--- src/hw/rtl/stp_pkg.sv ---
// ============================================================================
// stp_pkg - spanning-tree port state shared definitions
// Field widths, register indexes, reset values and the beat/config structs.
// ============================================================================
`default_nettype none

package stp_pkg;

  localparam int ADDR_W     = 16;
  localparam int PORT_W     = 3;
  localparam int MASK_W     = 8;
  localparam int CNT_W      = 4;
  localparam int TIMER_W    = 32;
  localparam int CFG_IDX_W  = 8;
  localparam int CFG_DATA_W = 32;

  localparam int MAX_PORTS_DEFAULT = 8;

  localparam logic [ADDR_W-1:0] UNKNOWN_ADDR = 16'hFFFF;

  // register indexes
  localparam logic [CFG_IDX_W-1:0] REG_OWN_ADDRESS       = 8'd0;
  localparam logic [CFG_IDX_W-1:0] REG_PORT_COUNT        = 8'd1;
  localparam logic [CFG_IDX_W-1:0] REG_HELLO_INTERVAL    = 8'd2;
  localparam logic [CFG_IDX_W-1:0] REG_REELECT_INTERVAL  = 8'd3;

  // register reset values
  localparam logic [ADDR_W-1:0]  OWN_ADDRESS_RST         = 16'd0;
  localparam logic [CNT_W-1:0]   PORT_COUNT_RST          = 4'd8;
  localparam logic [TIMER_W-1:0] HELLO_INTERVAL_RST      = 32'd1000;
  localparam logic [TIMER_W-1:0] REELECTION_INTERVAL_RST = 32'd3000;

  typedef enum logic {
    ACT_TICK  = 1'b0,
    ACT_HELLO = 1'b1
  } action_t;

  typedef struct packed {
    logic [ADDR_W-1:0]  own_address;
    logic [CNT_W-1:0]   port_count;
    logic [TIMER_W-1:0] hello_interval;
    logic [TIMER_W-1:0] reelection_interval;
  } cfg_t;

  // start-up load of root/parent when own_address is written
  typedef struct packed {
    logic              load;
    logic [ADDR_W-1:0] addr;
  } own_load_t;

  typedef struct packed {
    action_t           action;
    logic [PORT_W-1:0] in_port;
    logic [ADDR_W-1:0] hello_root;
    logic [ADDR_W-1:0] hello_path;
    logic [ADDR_W-1:0] hello_sender;
  } item_t;

  typedef struct packed {
    logic [MASK_W-1:0] send_mask;
    logic [ADDR_W-1:0] root_now;
    logic [ADDR_W-1:0] path_now;
    logic [ADDR_W-1:0] parent_now;
    logic [MASK_W-1:0] blocked_mask;
    logic              converged;
  } result_t;

endpackage

`default_nettype wire

--- src/hw/rtl/stp_if.sv ---
// ============================================================================
// stp_if - channel interfaces
// Item, result and configuration channels, each a valid/ready pair plus payload.
// ============================================================================
`default_nettype none

interface stp_item_if;
  logic                          valid;
  logic                          ready;
  logic                          action;
  logic [stp_pkg::PORT_W-1:0]    in_port;
  logic [stp_pkg::ADDR_W-1:0]    hello_root;
  logic [stp_pkg::ADDR_W-1:0]    hello_path;
  logic [stp_pkg::ADDR_W-1:0]    hello_sender;

  modport source (output valid, action, in_port, hello_root, hello_path, hello_sender,
                  input ready);
  modport sink   (input valid, action, in_port, hello_root, hello_path, hello_sender,
                  output ready);
endinterface

interface stp_result_if;
  logic                          valid;
  logic                          ready;
  logic [stp_pkg::MASK_W-1:0]    send_mask;
  logic [stp_pkg::ADDR_W-1:0]    root_now;
  logic [stp_pkg::ADDR_W-1:0]    path_now;
  logic [stp_pkg::ADDR_W-1:0]    parent_now;
  logic [stp_pkg::MASK_W-1:0]    blocked_mask;
  logic                          converged;

  modport source (output valid, send_mask, root_now, path_now, parent_now, blocked_mask,
                  converged, input ready);
  modport sink   (input valid, send_mask, root_now, path_now, parent_now, blocked_mask,
                  converged, output ready);
endinterface

interface stp_cfg_if;
  logic                            valid;
  logic                            ready;
  logic [stp_pkg::CFG_IDX_W-1:0]   index;
  logic [stp_pkg::CFG_DATA_W-1:0]  data;

  modport source (output valid, index, data, input ready);
  modport sink   (input valid, index, data, output ready);
endinterface

`default_nettype wire

--- src/hw/rtl/stp_cfg.sv ---
// ============================================================================
// stp_cfg - configuration register file
// Four registers written by index; an own_address write also requests a
// start-up load of root and parent in the engine.
// ============================================================================
`default_nettype none

module stp_cfg (
  input  wire logic          clk,
  input  wire logic          rst,
  stp_cfg_if.sink            cfg,
  output stp_pkg::cfg_t      regs,
  output stp_pkg::own_load_t own_load
);

  logic wr;

  assign cfg.ready = 1'b1;
  assign wr        = cfg.valid;

  assign own_load.load = wr && (cfg.index == stp_pkg::REG_OWN_ADDRESS);
  assign own_load.addr = cfg.data[stp_pkg::ADDR_W-1:0];

  always_ff @(posedge clk) begin
    if (rst) begin
      regs.own_address         <= stp_pkg::OWN_ADDRESS_RST;
      regs.port_count          <= stp_pkg::PORT_COUNT_RST;
      regs.hello_interval      <= stp_pkg::HELLO_INTERVAL_RST;
      regs.reelection_interval <= stp_pkg::REELECTION_INTERVAL_RST;
    end else if (wr) begin
      case (cfg.index)
        stp_pkg::REG_OWN_ADDRESS:
          regs.own_address <= cfg.data[stp_pkg::ADDR_W-1:0];
        stp_pkg::REG_PORT_COUNT:
          regs.port_count <= cfg.data[stp_pkg::CNT_W-1:0];
        stp_pkg::REG_HELLO_INTERVAL:
          regs.hello_interval <= cfg.data[stp_pkg::TIMER_W-1:0];
        stp_pkg::REG_REELECT_INTERVAL:
          regs.reelection_interval <= cfg.data[stp_pkg::TIMER_W-1:0];
        default: ;
      endcase
    end
  end

endmodule

`default_nettype wire

--- src/hw/rtl/stp_engine.sv ---
// ============================================================================
// stp_engine - root election state and per-beat update
// Holds root/path/parent, per-port known/blocked/unused bits and the two
// timers; computes the result of the beat in the input register.
// ============================================================================
`default_nettype none

module stp_engine #(
  parameter int MAX_PORTS = stp_pkg::MAX_PORTS_DEFAULT
) (
  input  wire logic          clk,
  input  wire logic          rst,
  input  wire logic          fire,
  input  stp_pkg::item_t     item,
  input  stp_pkg::cfg_t      regs,
  input  stp_pkg::own_load_t own_load,
  output stp_pkg::result_t   res
);

  localparam int AW = stp_pkg::ADDR_W;
  localparam int CW = stp_pkg::CNT_W;
  localparam int TW = stp_pkg::TIMER_W;
  localparam int MW = stp_pkg::MASK_W;

  logic [AW-1:0]        root, path, parent;
  logic [AW-1:0]        root_next, path_next, parent_next;
  logic [MAX_PORTS-1:0] known, blocked, unused;
  logic [MAX_PORTS-1:0] known_next, blocked_next, unused_next;
  logic [CW-1:0]        unused_cnt, unused_cnt_next;
  logic [TW-1:0]        hello_timer, reelect_timer;
  logic [TW-1:0]        hello_timer_next, reelect_timer_next;

  logic [CW-1:0]        n_ports;
  logic [MAX_PORTS-1:0] all_mask, port_hit, send;
  logic                 port_ok;
  logic [AW:0]          plus, path_ext;
  logic [TW-1:0]        hello_inc, reelect_inc;
  logic                 changed;
  logic [MAX_PORTS+MW-1:0] send_ext, blocked_ext;

  always_comb begin
    if (32'(regs.port_count) > MAX_PORTS) n_ports = CW'(MAX_PORTS);
    else                                  n_ports = regs.port_count;
    for (int i = 0; i < MAX_PORTS; i++) begin
      all_mask[i] = (i < int'(n_ports));
      port_hit[i] = (int'(item.in_port) == i);
    end
  end

  assign port_ok     = int'(item.in_port) < int'(n_ports);
  assign plus        = {1'b0, item.hello_path} + (AW+1)'(1);
  assign path_ext    = {1'b0, path};
  assign hello_inc   = (hello_timer == '1) ? hello_timer : hello_timer + TW'(1);
  assign reelect_inc = (reelect_timer == '1) ? reelect_timer : reelect_timer + TW'(1);

  always_comb begin
    root_next          = root;
    path_next          = path;
    parent_next        = parent;
    known_next         = known;
    blocked_next       = blocked;
    unused_next        = unused;
    unused_cnt_next    = unused_cnt;
    hello_timer_next   = hello_timer;
    reelect_timer_next = reelect_timer;
    send               = '0;
    changed            = 1'b0;

    if (item.action == stp_pkg::ACT_TICK) begin
      hello_timer_next   = hello_inc;
      reelect_timer_next = reelect_inc;
      if (root == regs.own_address) begin
        if (hello_inc >= regs.hello_interval) begin
          send             = all_mask;
          hello_timer_next = '0;
        end
      end else if (reelect_inc >= regs.reelection_interval) begin
        // claim root
        root_next          = regs.own_address;
        path_next          = '0;
        parent_next        = regs.own_address;
        send               = all_mask;
        blocked_next       = blocked & ~all_mask;
        reelect_timer_next = '0;
      end
    end else if (port_ok) begin
      reelect_timer_next = '0;
      if (item.hello_root == root && plus == path_ext && item.hello_sender == parent) begin
        // parent hello: relay on every other port
        send = all_mask & ~port_hit;
      end else begin
        if (!(|(known & port_hit))) begin
          // an all-ones sender still reads as unknown
          if (item.hello_sender != stp_pkg::UNKNOWN_ADDR)
            known_next = known | port_hit;
          blocked_next = blocked_next & ~port_hit;
        end
        if (item.hello_root < root) begin
          root_next   = item.hello_root;
          path_next   = plus[AW] ? '1 : plus[AW-1:0];
          parent_next = item.hello_sender;
          changed     = 1'b1;
        end else if (item.hello_root == root && plus < path_ext) begin
          path_next   = plus[AW] ? '1 : plus[AW-1:0];
          parent_next = item.hello_sender;
          changed     = 1'b1;
        end else if (item.hello_root == root && plus == path_ext &&
                     item.hello_sender < parent) begin
          parent_next = item.hello_sender;
          changed     = 1'b1;
        end
        if (changed) begin
          send            = all_mask;
          unused_cnt_next = '0;
          unused_next     = '0;
        end
        // blocking decision sees the updated tree position
        if (item.hello_sender == parent_next) begin
          blocked_next = blocked_next & ~port_hit;
        end else if (item.hello_root == root_next &&
                     {1'b0, item.hello_path} == ({1'b0, path_next} + (AW+1)'(1))) begin
          blocked_next = blocked_next & ~port_hit;
        end else if (!(|(unused_next & port_hit))) begin
          unused_next     = unused_next | port_hit;
          unused_cnt_next = unused_cnt_next + CW'(1);
        end
      end
    end
  end

  // ports beyond storage: never sent on, always read as blocked
  assign send_ext    = {{MW{1'b0}}, send};
  assign blocked_ext = {{MW{1'b1}}, blocked_next};

  always_comb begin
    res.send_mask    = send_ext[MW-1:0];
    res.root_now     = root_next;
    res.path_now     = path_next;
    res.parent_now   = parent_next;
    res.blocked_mask = blocked_ext[MW-1:0];
    res.converged    = (n_ports != '0) && (unused_cnt_next == n_ports - CW'(1));
  end

  always_ff @(posedge clk) begin
    if (rst) begin
      root          <= stp_pkg::OWN_ADDRESS_RST;
      path          <= '0;
      parent        <= stp_pkg::OWN_ADDRESS_RST;
      known         <= '0;
      blocked       <= '1;
      unused        <= '0;
      unused_cnt    <= '0;
      hello_timer   <= '0;
      reelect_timer <= '0;
    end else if (own_load.load) begin
      root   <= own_load.addr;
      path   <= '0;
      parent <= own_load.addr;
    end else if (fire) begin
      root          <= root_next;
      path          <= path_next;
      parent        <= parent_next;
      known         <= known_next;
      blocked       <= blocked_next;
      unused        <= unused_next;
      unused_cnt    <= unused_cnt_next;
      hello_timer   <= hello_timer_next;
      reelect_timer <= reelect_timer_next;
    end
  end

endmodule

`default_nettype wire

--- src/hw/rtl/spanning_tree_port_state_core.sv ---
// ============================================================================
// spanning_tree_port_state_core - spanning-tree root election, one node
// Input register, single-pass update engine and result register.
// ============================================================================
// Usage:
//   item   : one beat is a tick (action 0) or a received hello (action 1)
//            with port, root, path and sender.
//   result : exactly one beat per item: ports to send our hello on, the
//            root/path/parent after the item, blocked ports, converged flag.
//   cfg    : register writes by index (own address, port count, hello and
//            re-election intervals); always ready. Write only while idle.
// An item beat passes from the input register to the result register, and
// result valid rises there. Throughput is one item per cycle unless the
// result stalls: the whole update is one compare/mask pass on the beat in
// the input register, and state is written as the beat moves to the result
// register, so the next beat sees it directly.
// When result.ready is low the result register holds, the input register
// fills, and item.ready drops; nothing is dropped or repeated.
// Reset clears both registers, sets root and parent to address zero, path
// zero, all ports blocked, no neighbors known and both timers to zero.
// ============================================================================
`default_nettype none

module spanning_tree_port_state_core #(
  parameter int MAX_PORTS = stp_pkg::MAX_PORTS_DEFAULT
) (
  input  wire logic    clk,
  input  wire logic    rst,
  stp_item_if.sink     item,
  stp_result_if.source result,
  stp_cfg_if.sink      cfg
);

  stp_pkg::cfg_t      regs;
  stp_pkg::own_load_t own_load;
  stp_pkg::item_t     s0_item;
  stp_pkg::result_t   eng_res, res;
  logic               s0_valid, res_valid;
  logic               adv, fire;

  stp_cfg u_cfg (
    .clk      (clk),
    .rst      (rst),
    .cfg      (cfg),
    .regs     (regs),
    .own_load (own_load)
  );

  stp_engine #(.MAX_PORTS(MAX_PORTS)) u_engine (
    .clk      (clk),
    .rst      (rst),
    .fire     (fire),
    .item     (s0_item),
    .regs     (regs),
    .own_load (own_load),
    .res      (eng_res)
  );

  assign adv        = !res_valid || result.ready;
  assign fire       = s0_valid && adv;
  assign item.ready = !s0_valid || adv;

  always_ff @(posedge clk) begin
    if (rst) begin
      s0_valid  <= 1'b0;
      res_valid <= 1'b0;
    end else begin
      if (item.ready) s0_valid  <= item.valid;
      if (adv)        res_valid <= s0_valid;
    end
  end

  always_ff @(posedge clk) begin
    if (item.valid && item.ready) begin
      s0_item.action       <= stp_pkg::action_t'(item.action);
      s0_item.in_port      <= item.in_port;
      s0_item.hello_root   <= item.hello_root;
      s0_item.hello_path   <= item.hello_path;
      s0_item.hello_sender <= item.hello_sender;
    end
    if (fire) res <= eng_res;
  end

  assign result.valid        = res_valid;
  assign result.send_mask    = res.send_mask;
  assign result.root_now     = res.root_now;
  assign result.path_now     = res.path_now;
  assign result.parent_now   = res.parent_now;
  assign result.blocked_mask = res.blocked_mask;
  assign result.converged    = res.converged;

endmodule

`default_nettype wire

--- src/flat_wrapper.sv ---
// flat-port wrapper written by rule: the top's interface ports become plain ports
module spanning_tree_port_state_core_flat 
#(
  parameter int MAX_PORTS = stp_pkg::MAX_PORTS_DEFAULT
)
  (clk, rst, item_valid, item_action, item_in_port, item_hello_root, item_hello_path, item_hello_sender, item_ready, result_valid, result_send_mask, result_root_now, result_path_now, result_parent_now, result_blocked_mask, result_converged, result_ready, cfg_valid, cfg_index, cfg_data, cfg_ready);
  stp_item_if item_i ();
  stp_result_if result_i ();
  stp_cfg_if cfg_i ();
  input  wire logic clk;
  input  wire logic rst;
  input wire logic [$bits(item_i.valid)-1:0] item_valid;
  input wire logic [$bits(item_i.action)-1:0] item_action;
  input wire logic [$bits(item_i.in_port)-1:0] item_in_port;
  input wire logic [$bits(item_i.hello_root)-1:0] item_hello_root;
  input wire logic [$bits(item_i.hello_path)-1:0] item_hello_path;
  input wire logic [$bits(item_i.hello_sender)-1:0] item_hello_sender;
  output wire logic [$bits(item_i.ready)-1:0] item_ready;
  output wire logic [$bits(result_i.valid)-1:0] result_valid;
  output wire logic [$bits(result_i.send_mask)-1:0] result_send_mask;
  output wire logic [$bits(result_i.root_now)-1:0] result_root_now;
  output wire logic [$bits(result_i.path_now)-1:0] result_path_now;
  output wire logic [$bits(result_i.parent_now)-1:0] result_parent_now;
  output wire logic [$bits(result_i.blocked_mask)-1:0] result_blocked_mask;
  output wire logic [$bits(result_i.converged)-1:0] result_converged;
  input wire logic [$bits(result_i.ready)-1:0] result_ready;
  input wire logic [$bits(cfg_i.valid)-1:0] cfg_valid;
  input wire logic [$bits(cfg_i.index)-1:0] cfg_index;
  input wire logic [$bits(cfg_i.data)-1:0] cfg_data;
  output wire logic [$bits(cfg_i.ready)-1:0] cfg_ready;
  assign item_i.valid = item_valid;
  assign item_i.action = item_action;
  assign item_i.in_port = item_in_port;
  assign item_i.hello_root = item_hello_root;
  assign item_i.hello_path = item_hello_path;
  assign item_i.hello_sender = item_hello_sender;
  assign item_ready = item_i.ready;
  assign result_valid = result_i.valid;
  assign result_send_mask = result_i.send_mask;
  assign result_root_now = result_i.root_now;
  assign result_path_now = result_i.path_now;
  assign result_parent_now = result_i.parent_now;
  assign result_blocked_mask = result_i.blocked_mask;
  assign result_converged = result_i.converged;
  assign result_i.ready = result_ready;
  assign cfg_i.valid = cfg_valid;
  assign cfg_i.index = cfg_index;
  assign cfg_i.data = cfg_data;
  assign cfg_ready = cfg_i.ready;
  spanning_tree_port_state_core #(.MAX_PORTS(MAX_PORTS)) u_core (.clk(clk), .rst(rst), .item(item_i), .result(result_i), .cfg(cfg_i));
endmodule
--- config.mk ---
export PLATFORM = sky130hd
export DESIGN_NAME = spanning_tree_port_state_core_flat
export DESIGN_NICKNAME = d
export VERILOG_FILES = /design/src/hw/rtl/stp_pkg.sv /design/src/hw/rtl/stp_if.sv /design/src/hw/rtl/stp_cfg.sv /design/src/hw/rtl/stp_engine.sv /design/src/hw/rtl/spanning_tree_port_state_core.sv /design/src/flat_wrapper.sv
export SDC_FILE = /design/constraint.sdc
export NUM_CORES = 1
export LEC_CHECK = 0
export BUFFER_PORTS_ARGS = -buffer_cell sky130_fd_sc_hd__buf_2
export CAP_MARGIN = 40
export CELL_PAD_IN_SITES_DETAIL_PLACEMENT = 0
export CELL_PAD_IN_SITES_GLOBAL_PLACEMENT = 1
export CORE_UTILIZATION = 35
export CTS_CLUSTER_DIAMETER = 80
export CTS_CLUSTER_SIZE = 14
export DETAILED_ROUTE_END_ITERATION = 8
export MAX_ROUTING_LAYER = met4
export PLACE_DENSITY = 0.69
export RECOVER_POWER = 50
export SLEW_MARGIN = 40
export SYNTH_ARGS = -nofsm -noshare
export SYNTH_HDL_FRONTEND = slang
export SYNTH_SLANG_ARGS = --single-unit
--- constraint.sdc ---
create_clock -name clk -period 10.6 [get_ports clk]
set_input_delay 2.65 -clock clk [delete_from_list [all_inputs] [get_ports clk]]
set_output_delay 2.65 -clock clk [all_outputs]
set_load 0.05 [all_outputs]
==> reports/results.tsv, run 1 <==
stage	metric	value	unit
grt	grt_pass1_vias	15780	
final_layout	post-route-util	39.86	%
synthesis	synth_ff_type	dfxtp_1	
synthesis	syn_area	19240	um2
grt	track_usage	21.33	%
cts	hold_buffers	0	
min_path	min_path_type	reg2reg	
cts	cts_buffers	30	
final_layout	stdcell_count	2990	
placed_design	dp.cells	2938	
sta	setup_tns	0	ps
synthesis	yosysSeqAreaShare	41.77	%
pwr	ir_worst_vdd	0.0001197	V
placed_design	dp_hpwl	42310	um
synthesis	synth_edf_count	117	
setup_path	worstSetupEndpointType	register	
setup_path	cp.required	11130	ps
routing	firstDrtPassIters	5	
cts	clockBufferDepth	3	
grt	grt_start_max_net_pins	97	
synthesis	yosys_warnings	0	
grt	grt_pass1_wl	91660	um
status	outcome	finished, violations left	
setup_path	cp_max_fo	65	
cts	clock_sinks	343	
floorplan	io_pins	165	
final_layout	syn_to_final_growth	11.93	%
sta	rsz0062_at_grt	false	
sta	period_minus_slack	7581	ps
routing	wl_per_cell	19.92	um
floorplan	die_w	236.5	um
pwr	total_power	2848	uW
floorplan	start_util	35.62	%
final_layout	drive_gt1_share	10.20	%
pwr	p_per_area	132.2	nW/um2
cts	cts_tree	yes	
setup_path	crit_type	in2reg	
cts	clk_pin_slew	70	ps
floorplan	dieArea	55920	um2
sta	finClkSkew	35.88	ps
job	maxCapViolations	4	
synthesis	ys_async_sr_fraction	0	%
synthesis	syn_avg_cell_area	8.888	um2
setup_path	startpoint_type	primary input	
placed_design	gp_congestion	0.8893	
grt	antenna_found_initial	1	
synthesis	synth_seq_cells	343	
status	violations	max-capacitance violations, max-slew violations	
synthesis	ys_types	79	
placed_design	io_buffer_count	163	
sta	finalCritPeriodShare	71.52	%
floorplan	die_h	236.5	um
routing	routed-via-count	16630	
floorplan	fp-row-count	85	
setup_path	cp.arrival	8110	ps
final_layout	fillCellCount	5488	
routing	wl	59560	um
cts	post_cts_buffers	0	
pwr	p_leak	0.008056	uW
cts	h-tree-depth	1	
grt	overflow	0	
sta	max-slew-margin-rel	-113.0	%
final_layout	fin_nets	2493	
sta	finalWorstSetupSlack	3019	ps
sta	tightest_slew	3195	ps
synthesis	synthCells	2165	
synthesis	syn-num-nets	2384	
routing	ant_nets	0	
sta	hold_viol	0	
placed_design	pre_cts_ws	4106	ps
cts	cts-root-buf	clkbuf_16	
routing	drc	0	
cts	cts_resized	0	
cts	clock_latency	610	ps
routing	vias_per_cell	5.562	
sta	drv_slew	193	
routing	dr.first_iter.drc_count	1237	
floorplan	coreArea	54030	um2
sta	setup_viol	0	
sta	fmax	0.1319	GHz
[Yosys cell counts, types with 8 or more instances]
cell,n,area [um2]
a21o_1,39,292.8
edfxtp_1,117,3513
nor2_1,127,476.7
clkbuf_1,99,371.6
nand2_1,263,987.2
a31oi_1,22,137.6
o22ai_1,28,175.2
a22oi_1,58,435.4
and3_1,24,150.1
o211ai_1,17,127.6
nor3b_1,19,142.6
mux2i_1,8,80.08
or2_2,12,75.07
dfxtp_1,226,4524
a41oi_1,14,122.6
nand3b_1,9,67.56
o21ai_1,8,40.04
and2_1,13,81.33
xor2_1,40,350.3
nor2b_1,21,131.4
nor3_1,25,125.1
o21a_1,16,120.1
o221a_2,29,326.6
o21ba_2,14,140.1
nor4_1,17,106.4
or3_1,10,62.56
inv_1,151,566.8
ha_1,122,1526
nand4_1,56,350.3
a21oi_1,157,785.8
nand2b_1,17,106.4
nand3_1,77,385.4
a21boi_0,19,142.6
o22a_1,8,70.07
o21ai_0,86,430.4
xnor2_1,94,823.3
[final cells by class]
cell class | count | area, um2 | share of cell area, %
Sequential cell | 343 | 8038 | 37.32
Clock buffer | 46 | 820.8 | 3.811
Multi-Input combinational cell | 1560 | 10280 | 47.71
Antenna cell | 1 | 2.502 | 0.01162
Timing Repair Buffer | 186 | 899.6 | 4.177
Inverter | 153 | 575.6 | 2.672
Tap cell | 696 | 870.8 | 4.043
Clock inverter | 5 | 53.80 | 0.2498
[sequential cells by signal (all words and copies together) (netlist names)]
| register | flops |
|---|---|
| u_core.u_engine.unused_cnt | 4 |
| u_core.u_engine.path | 16 |
| u_core.u_engine.parent | 16 |
| u_core.result.converged | 1 |
| u_core.result.parent_now | 16 |
| u_core.result.path_now | 16 |
| u_core.u_engine.hello_timer | 32 |
| u_core.u_engine.root | 16 |
| u_core.s0_item | 52 |
| u_core.u_cfg.regs | 84 |
| u_core.u_engine.known | 8 |
| u_core.result.root_now | 16 |
| u_core.result.send_mask | 8 |
| u_core.s0_valid | 1 |
| u_core.result.blocked_mask | 8 |
| u_core.u_engine.unused | 8 |
| u_core.u_engine.blocked | 8 |
| u_core.u_engine.reelect_timer | 32 |
| u_core.result.valid | 1 |
[metal layers]
metal,wire (um),part of all wire [%],track usage [%],vias up
li1,-,-,-,8007
met1,28000,47,28.86,8048
met2,26560,45,32.84,490
met3,3426,5.8,3.113,86
met4,1572,2.6,6.454,0
met5,0,0,-,-
[layout by cell type (no fill, tap or decap), types with 21 or more instances in the layout]
| master | instances |
|---|---|
| a22oi_1 | 58 |
| a21o_1 | 39 |
| clkbuf_16 | 30 |
| edfxtp_1 | 117 |
| and3_1 | 24 |
| o21ai_0 | 85 |
| nor3_1 | 21 |
| a31oi_1 | 22 |
| xor2_1 | 40 |
| nor2_1 | 125 |
| xnor2_1 | 94 |
| dfxtp_1 | 226 |
| ha_1 | 122 |
| nand4_1 | 56 |
| o221a_2 | 29 |
| nand3_1 | 77 |
| nor2b_1 | 21 |
| inv_1 | 151 |
| nand2_1 | 260 |
| clkbuf_1 | 89 |
| a21oi_1 | 156 |
| buf_2 | 93 |
| o22ai_1 | 28 |
[through the flow]
step           cell area, um2  hold slack (ps)
6_report                21540            454.4
5_1_grt                 21540            472.0
4_1_cts                 21620            458.1
3_5_place_dp            20740            447.0
3_3_place_gp            20720            444.8
2_1_floorplan           19240            436.3
[path summary, 6_finish.rpt]
path | start | endpoint | slack, ps | cells past startpoint
max | result_ready | u_core.u_engine.blocked[6] | 3020 | 9
min | u_core.u_cfg.regs[10] | u_core.u_cfg.regs[10] | 450 | 2
max reg2reg | u_core.s0_item[16] | u_core.u_engine.blocked[6] | 4060 | 22
min reg2reg | u_core.u_cfg.regs[10] | u_core.u_cfg.regs[10] | 450 | 2
[power breakdown]
group | switching, uW | internal [uW]
sequential | 39.8 | 1400
combinational | 237 | 108
clock | 526 | 536
[worst max-delay path, stage by stage]
cell        delay [ps]
buf_2               90
nor2b_1            220
nand2b_1           140
clkbuf_1          1510
clkinvlp_2        1660
buf_6              620
nand2_1            600
or2_1              370
o22a_1             170
[kinds of logic after synthesis]
family / count (synthesis) / share of synthesized area [%]
simple gates: 717 / 18.24
compound gates: 574 / 20.11
flops: 343 / 41.77
buf+inv: 262 / 5.182
xor+xnor: 134 / 6.099
fa+ha+maj: 122 / 7.933
mux: 12 / 0.6502
other cells: 1 / 0.01949
(Power assumes the default switching activity.)
==> run 2: changes to the inputs <==
--- a/config.mk
+++ b/config.mk
@@ -5,6 +5,7 @@
 export SDC_FILE = /design/constraint.sdc
 export NUM_CORES = 1
 export LEC_CHECK = 0
+export ABC_AREA = 1
 export BUFFER_PORTS_ARGS = -buffer_cell sky130_fd_sc_hd__buf_2
 export CAP_MARGIN = 40
 export CELL_PAD_IN_SITES_DETAIL_PLACEMENT = 0
@@ -14,7 +15,7 @@
 export CTS_CLUSTER_SIZE = 14
 export DETAILED_ROUTE_END_ITERATION = 8
 export MAX_ROUTING_LAYER = met4
-export PLACE_DENSITY = 0.69
+export PLACE_DENSITY = 0.73
 export RECOVER_POWER = 50
 export SLEW_MARGIN = 40
 export SYNTH_ARGS = -nofsm -noshare
==> constraint.sdc (replaced) <==
create_clock -name clk -period 6.5 [get_ports clk]
set_input_delay 1.625 -clock clk [delete_from_list [all_inputs] [get_ports clk]]
set_output_delay 1.625 -clock clk [all_outputs]
set_load 0.05 [all_outputs]
==> reports/results.tsv, run 2 <==
stage	metric	value	unit	change
sta	whs	464.7	ps	+10.26 ps
pwr	p_clk_share	39.1	%	+1.8 points
pwr	ir_worst_vdd	0.0001951	V	+63%
final_layout	syn_to_final_growth	12.77	%	
placed_design	io_buffer_count	163		unchanged
grt	antenna_found_initial	10		+9
final_layout	final_common_cell	nand2_1		
synthesis	ys_types	56		-29%
routing	wl_per_cell	17.16	um	-14%
routing	dr.first_iter.drc_count	1283		+3.7%
pwr	netSwitchingPower	1481	uW	+85%
setup_path	worstSetupEndpointType	register		
synthesis	synth_seq_cells	343		unchanged
synthesis	synth_top_area_cell	dfxtp_1		
setup_path	rrSetupSlack	800	ps	-3260 ps
synthesis	ys_async_sr_fraction	0	%	unchanged
synthesis	synth_ff_type	dfxtp_1		
setup_path	crit_type	in2reg		
setup_path	cp_max_fo	84		+29%
floorplan	start_util	35.37	%	-0.24 points
setup_path	startpoint_type	primary input		
floorplan	coreArea	57590	um2	+6.6%
floorplan	dieArea	59170	um2	+5.8%
pwr	pwr-share-seq	46.5	%	-4.1 points
final_layout	regMostFlops	u_core.u_cfg.regs		
grt	grt_start_max_net_pins	85		-12%
pwr	total_power	5068	uW	+78%
setup_path	r2r_end	u_core.u_engine.root[11]		
setup_path	cpPeakStageDelay	3040	ps	+1380 ps
synthesis	synth_compound_gate_area_share	16.54	%	-3.6 points
final_layout	final_cell_mix	nand2_1 (679), inv_1 (335), a21oi_1 (273), dfxtp_1 (226), o21ai_0 (211)		
pwr	p_leak	0.009572	uW	+19%
final_layout	drive_gt1_share	8.207	%	-2.0 points
synthesis	synthCells	2769		+28%
cts	hold_buffers	0		unchanged
placed_design	pre_cts_ws	977.1	ps	-3129 ps
synthesis	synthXorXnorAreaFrac	3.526	%	-2.6 points
cts	clock_latency	560	ps	-50 ps
final_layout	fillCellCount	6001		+9.3%
floorplan	die_w	243.2	um	+2.9%
sta	max-slew-margin-rel	-182.4	%	-69 points
sta	setup_viol	0		unchanged
synthesis	synth_edf_count	117		unchanged
synthesis	yosys_warnings	0		unchanged
setup_path	cp.arrival	6060	ps	-2050 ps
sta	finalCritPeriodShare	89.53	%	
job	maxCapViolations	3		-1
synthesis	synth_most_common_cell	nand2_1		
synthesis	synthAdderAreaFrac	7.494	%	-0.44 points
final_layout	largest_reg_flops	84		unchanged
synthesis	synthSimpleGateAreaFrac	24.16	%	+5.9 points
cts	cts_tree	yes		
synthesis	synth.top_cell.area_share	22.21	%	-1.3 points
routing	wl	63260	um	+6.2%
pwr	switching_share	29.22	%	+1.0 points
setup_path	worstPathCellList	clkbuf_2 -> clkbuf_1 -> o22ai_1		
cts	cts_buffers	34		+13%
floorplan	io_pins	165		unchanged
synthesis	syn_avg_cell_area	7.356	um2	-17%
placed_design	dp_hpwl	46450	um	+9.8%
synthesis	syn-num-nets	2988		+25%
routing	drc	0		unchanged
grt	grt_pass1_vias	17780		+13%
final_layout	finalInstanceArea	22970	um2	+6.7%
routing	firstDrtPassIters	5		unchanged
min_path	min_path_type	reg2reg		
synthesis	ys_top_cells_by_count	nand2_1 (681), inv_1 (335), a21oi_1 (274), dfxtp_1 (226), o21ai_0 (211)		
setup_path	cp-endpoint	u_core.u_cfg.regs[75]		
sta	finClkSkew	22.88	ps	-13.00 ps
grt	overflow	0		unchanged
cts	post_cts_buffers	0		unchanged
setup_path	critPathLaunch	rst		
final_layout	top_regs	u_core.u_cfg.regs (84), u_core.s0_item (52)		
pwr	p_per_area	220.6	nW/um2	+67%
placed_design	gp_congestion	0.9085		+2.2%
sta	tightest_slew	4235	ps	+1040 ps
sta	drv_slew	188		-2.6%
sta	fmax	0.1718	GHz	
cts	clockBufferDepth	3		unchanged
synthesis	syn_area	20370	um2	+5.9%
setup_path	cp.required	6740	ps	-4390 ps
cts	cts-root-buf	clkbuf_16		
pwr	internal-power	3587	uW	+75%
grt	track_usage	21.70	%	+0.36 points
floorplan	die_h	243.2	um	+2.9%
cts	cts_resized	0		unchanged
cts	clock_sinks	343		unchanged
cts	clk_pin_slew	70	ps	about the same
routing	vias_per_cell	5.127		-7.8%
cts	h-tree-depth	2		+1
synthesis	synth.area.mux_share	0.09828	%	-0.55 points
synthesis	synth_top_family_by_area	simple AND/OR/NAND/NOR gates		
placed_design	placed_area	21960	um2	+5.9%
setup_path	rr_worst_depth	35		+59%
status	outcome	finished, violations left		
final_layout	fin_nets	3108		+25%
setup_path	rr_startpoint	u_core.u_engine.reelect_timer[0]		
synthesis	yosysSeqAreaShare	39.46	%	-2.3 points
setup_path	crit_path_top_delay_cell	clkbuf_1		
sta	period_minus_slack	5820	ps	
sta	rsz0062_at_grt	false		
grt	grt_pass1_wl	98500	um	+7.5%
floorplan	fp-row-count	88		+3.5%
routing	routed-via-count	18900		+14%
sta	setup_tns	0	ps	unchanged
pwr	combPwrFrac	14.4	%	+2.3 points
sta	hold_viol	0		unchanged
synthesis	synthTopCellsByArea	dfxtp_1 (22%), edfxtp_1 (17%), nand2_1 (13%)		
status	violations	max-capacitance violations, max-slew violations		
routing	ant_nets	0		unchanged
sta	finalWorstSetupSlack	680.4	ps	-2339 ps
[run 2: cell count changes after synthesis, sizes merged, moves of 42 or more]
cell,change
nand2,+426
a21oi,+116
xnor2,-70
nand3,+50
nor3,+42
o21ai,+118
inv,+193
nor2,+61
a22oi,-54
[run 2: how the worst min path moves through the flow]
| stage | from | to | slack, ps | cells past startpoint |
|---|---|---|---|---|
| 2_1_floorplan | u_core.u_engine.known[0] | u_core.u_engine.known[0] | 430 | 2 |
| 3_3_place_gp | u_core.u_engine.known[4] | u_core.u_engine.known[4] | 450 | 2 |
| 3_5_place_dp | u_core.u_engine.known[0] | u_core.u_engine.known[0] | 450 | 2 |
| 4_1_cts | u_core.u_cfg.regs[33] | u_core.u_cfg.regs[33] | 470 | 2 |
| 5_1_grt | u_core.u_engine.unused[7] | u_core.u_engine.unused[7] | 480 | 2 |
| 6_report | u_core.u_cfg.regs[33] | u_core.u_cfg.regs[33] | 460 | 2 |
[run 2: stage by stage]
| step | cells | utilization, % |
|---|---|---|
| floorplan | 2769 | - |
| global placement | 3616 | 38.09 |
| detailed placement | 3617 | 38.13 |
| CTS | 3676 | 39.99 |
| global route | 3686 | 39.89 |
| finish | 3686 | 39.89 |
[run 2: layout make-up]
type                            instances  area [um2]  area share, %
Antenna cell                            9       22.52        0.09804
Clock buffer                           50       994.7          4.330
Clock inverter                          9       75.07         0.3268
Inverter                              346        1299          5.654
Multi-Input combinational cell       1969       10590          46.11
Sequential cell                       343        8038          34.99
Tap cell                              765       957.2          4.167
Timing Repair Buffer                  195       993.5          4.325
[run 2: logic make-up (layout without fill, tap and decap cells)]
family / Yosys count / after routing
AOI/OAI and AO/OA: 617 / 617
and+or+nand+nor: 1145 / 1145
buffers and inverters: 457 / 600
DFF: 343 / 343
adders and majority gates: 122 / 122
muxes: 2 / 2
other: 1 / 10
xor gates and xnor gates: 82 / 82
[run 2: power by group through the flow]
stage / combinational [uW] / clock, uW / sequential, uW
6_report: 728 / 1980 / 2360
5_1_grt: 812 / 2120 / 2370
4_1_cts: 732 / 2040 / 2350
3_5_place_dp: 729 / 0 / 2400
3_3_place_gp: 719 / 0 / 2400
2_1_floorplan: 432 / 0 / 2460
[run 2: per-layer routing]
layer,share of wire (%),vias to the layer above,track usage [%]
met1,46,8784,28.16
met4,3.1,0,7.307
met2,45,509,34.04
met3,5.8,96,3.627
met5,0,-,-
li1,-,9509,-
[run 2: worst max-delay path: cells and delay by family]
kind,cells,cell delay (ps)
compound gates,1,370
buf+inv,2,4000
==> run 3: changes to the inputs <==
--- a/config.mk
+++ b/config.mk
@@ -10,6 +10,7 @@
 export CAP_MARGIN = 40
 export CELL_PAD_IN_SITES_DETAIL_PLACEMENT = 0
 export CELL_PAD_IN_SITES_GLOBAL_PLACEMENT = 1
+export CORE_ASPECT_RATIO = 0.5
 export CORE_UTILIZATION = 35
 export CTS_CLUSTER_DIAMETER = 80
 export CTS_CLUSTER_SIZE = 14
==> reports/results.tsv, run 3 (synthesis gave the netlist of run 2 again) <==
stage	metric	value	unit	change
final_layout	fillCellCount	6110		+1.8%
final_layout	largest_reg_flops	84		unchanged
floorplan	coreArea	57410	um2	-0.31%
pwr	p_leak	0.009452	uW	-1.2%
setup_path	cpPeakStageDelay	3140	ps	+100 ps
cts	clock_sinks	343		unchanged
routing	firstDrtPassIters	7		+2
grt	antenna_found_initial	0		-10
setup_path	startpoint_type	primary input		
routing	vias_per_cell	5.066		-1.2%
final_layout	stdcell_count	3662		-0.65%
floorplan	die_h	172.6	um	-29%
cts	clockBufferDepth	3		unchanged
cts	cts-root-buf	clkbuf_16		
final_layout	final_cell_mix	nand2_1 (679), inv_1 (335), a21oi_1 (273), dfxtp_1 (226), o21ai_0 (211)		
final_layout	regMostFlops	u_core.u_cfg.regs		
sta	setup_viol	0		unchanged
sta	setup_tns	0	ps	unchanged
floorplan	die_w	343.2	um	+41%
final_layout	syn_to_final_growth	11.33	%	
setup_path	crit_type	in2reg		
sta	rsz0062_at_grt	false		
final_layout	fin_nets	3096		-0.39%
final_layout	final_common_cell	nand2_1		
grt	overflow	0		unchanged
setup_path	crit_path_top_delay_cell	clkbuf_1		
setup_path	cp.arrival	5760	ps	-300 ps
status	violations	max-capacitance violations, max-slew violations		
grt	grt_start_max_net_pins	91		+7.1%
cts	cts_tree	yes		
routing	wl	61360	um	-3.0%
pwr	ir_worst_vdd	0.0001940	V	-0.59%
floorplan	io_pins	165		unchanged
routing	wl_per_cell	16.76	um	-2.4%
grt	track_usage	20.94	%	-0.75 points
placed_design	dp.cells	3615		-0.055%
setup_path	cp.required	6590	ps	-150 ps
grt	grt_pass1_vias	17260		-2.9%
cts	post_cts_buffers	0		unchanged
min_path	min_path_type	reg2reg		
cts	hold_buffers	0		unchanged
final_layout	drive_gt1_share	8.086	%	-0.12 points
setup_path	worstSetupEndpointType	register		
pwr	p_per_area	208.5	nW/um2	-5.5%
floorplan	start_util	35.48	%	+0.11 points
sta	hold_viol	0		unchanged
routing	drc	0		unchanged
final_layout	top_regs	u_core.u_cfg.regs (84), u_core.s0_item (52)		
status	outcome	finished, violations left		
cts	cts_buffers	28		-18%
sta	period_minus_slack	5671	ps	-149.0 ps
floorplan	dieArea	59230	um2	about the same
placed_design	gp_congestion	0.8751		-3.7%
setup_path	worstPathCellList	buf_2 -> inv_1 -> nand2_1 -> nand2_1 -> clkbuf_2 -> inv_1 -> clkbuf_1		
cts	clk_pin_slew	70	ps	about the same
cts	h-tree-depth	1		-1
routing	dr.first_iter.drc_count	1362		+6.2%
cts	clock_latency	610	ps	+50 ps
sta	finalCritPeriodShare	87.24	%	-2.3 points
routing	routed-via-count	18550		-1.8%
final_layout	n_antenna_cell	0		-9
floorplan	fp-row-count	62		-30%
sta	tightest_slew	4454	ps	+219.2 ps
sta	max-slew-margin-rel	-197.0	%	-15 points
sta	finClkSkew	22.90	ps	+0.01490 ps
placed_design	io_buffer_count	163		unchanged
final_layout	regArea	8038	um2	unchanged
routing	ant_nets	0		unchanged
placed_design	dp_hpwl	44550	um	-4.1%
job	maxCapViolations	4		+1
setup_path	cp_max_fo	65		-23%
sta	fmax	0.1763	GHz	+2.6%
grt	grt_pass1_wl	96060	um	-2.5%
sta	drv_slew	253		+35%
final_layout	multi_input_area	10600	um2	about the same
cts	cts_resized	0		unchanged
==> run 3: cell types whose count changed in the layout (fill, tap and decap cells not counted), moves of 6 or more <==
cell	change
clkbuf_16	-9
buf_2	+15
clkbuf_1	-12
diode_2	-9
buf_4	-6
==> run 3: critical path: cells and delay by family <==
family | cells | cell delay [ps]
buffers and inverters | 5 | 3950
AND/OR/NAND/NOR | 2 | 120
==> run 3: layout make-up <==
cell class / count / area share, %
clock buffers: 45 / 3.460
clock inverters: 2 / 0.09380
inverters: 346 / 5.738
multi-input cells: 1969 / 46.73
flip-flops and latches: 343 / 35.44
well taps: 768 / 4.237
repair buffers: 189 / 4.298
==> run 3: power by group <==
part	leakage (uW)	switching, uW	internal (uW)	total [uW]
clock network	0.000388	823	822	1650
registers	0.00295	58.9	2300	2360
logic	0.00611	513	210	723
total	0.00945	1390	3330	4730
==> run 3: final timing paths <==
check	startpoint	slack, ps	depth (start not counted)	to
setup reg to reg	u_core.u_engine.reelect_timer[0]	900	36	u_core.u_engine.root[15]
setup / recovery	result_ready	830	7	u_core.result.converged
hold reg to reg	u_core.u_engine.known[1]	460	2	u_core.u_engine.known[1]
hold / removal	u_core.u_engine.known[1]	460	2	u_core.u_engine.known[1]
==> run 3: layer usage <==
layer,global-route usage [%],routed length [um],vias up
met5,-,0,-
met4,6.111,1861,0
met3,2.562,2769,98
met2,32.87,27810,411
met1,28.21,28920,8594
li1,-,-,9449
==> run 3: through the flow <==
stage	worst slack (ps)	cell area, um2	hold WS [ps]	total power [uW]	utilization, %
2_1_floorplan	1742	20370	433.2	2893	-
3_3_place_gp	1074	21900	445.8	3124	38.15
3_5_place_dp	949.4	21930	453.6	3129	38.20
4_1_cts	909.4	22730	463.4	4797	39.60
5_1_grt	179.2	22680	478.9	4955	39.50
6_report	829.4	22680	462.4	4727	39.50
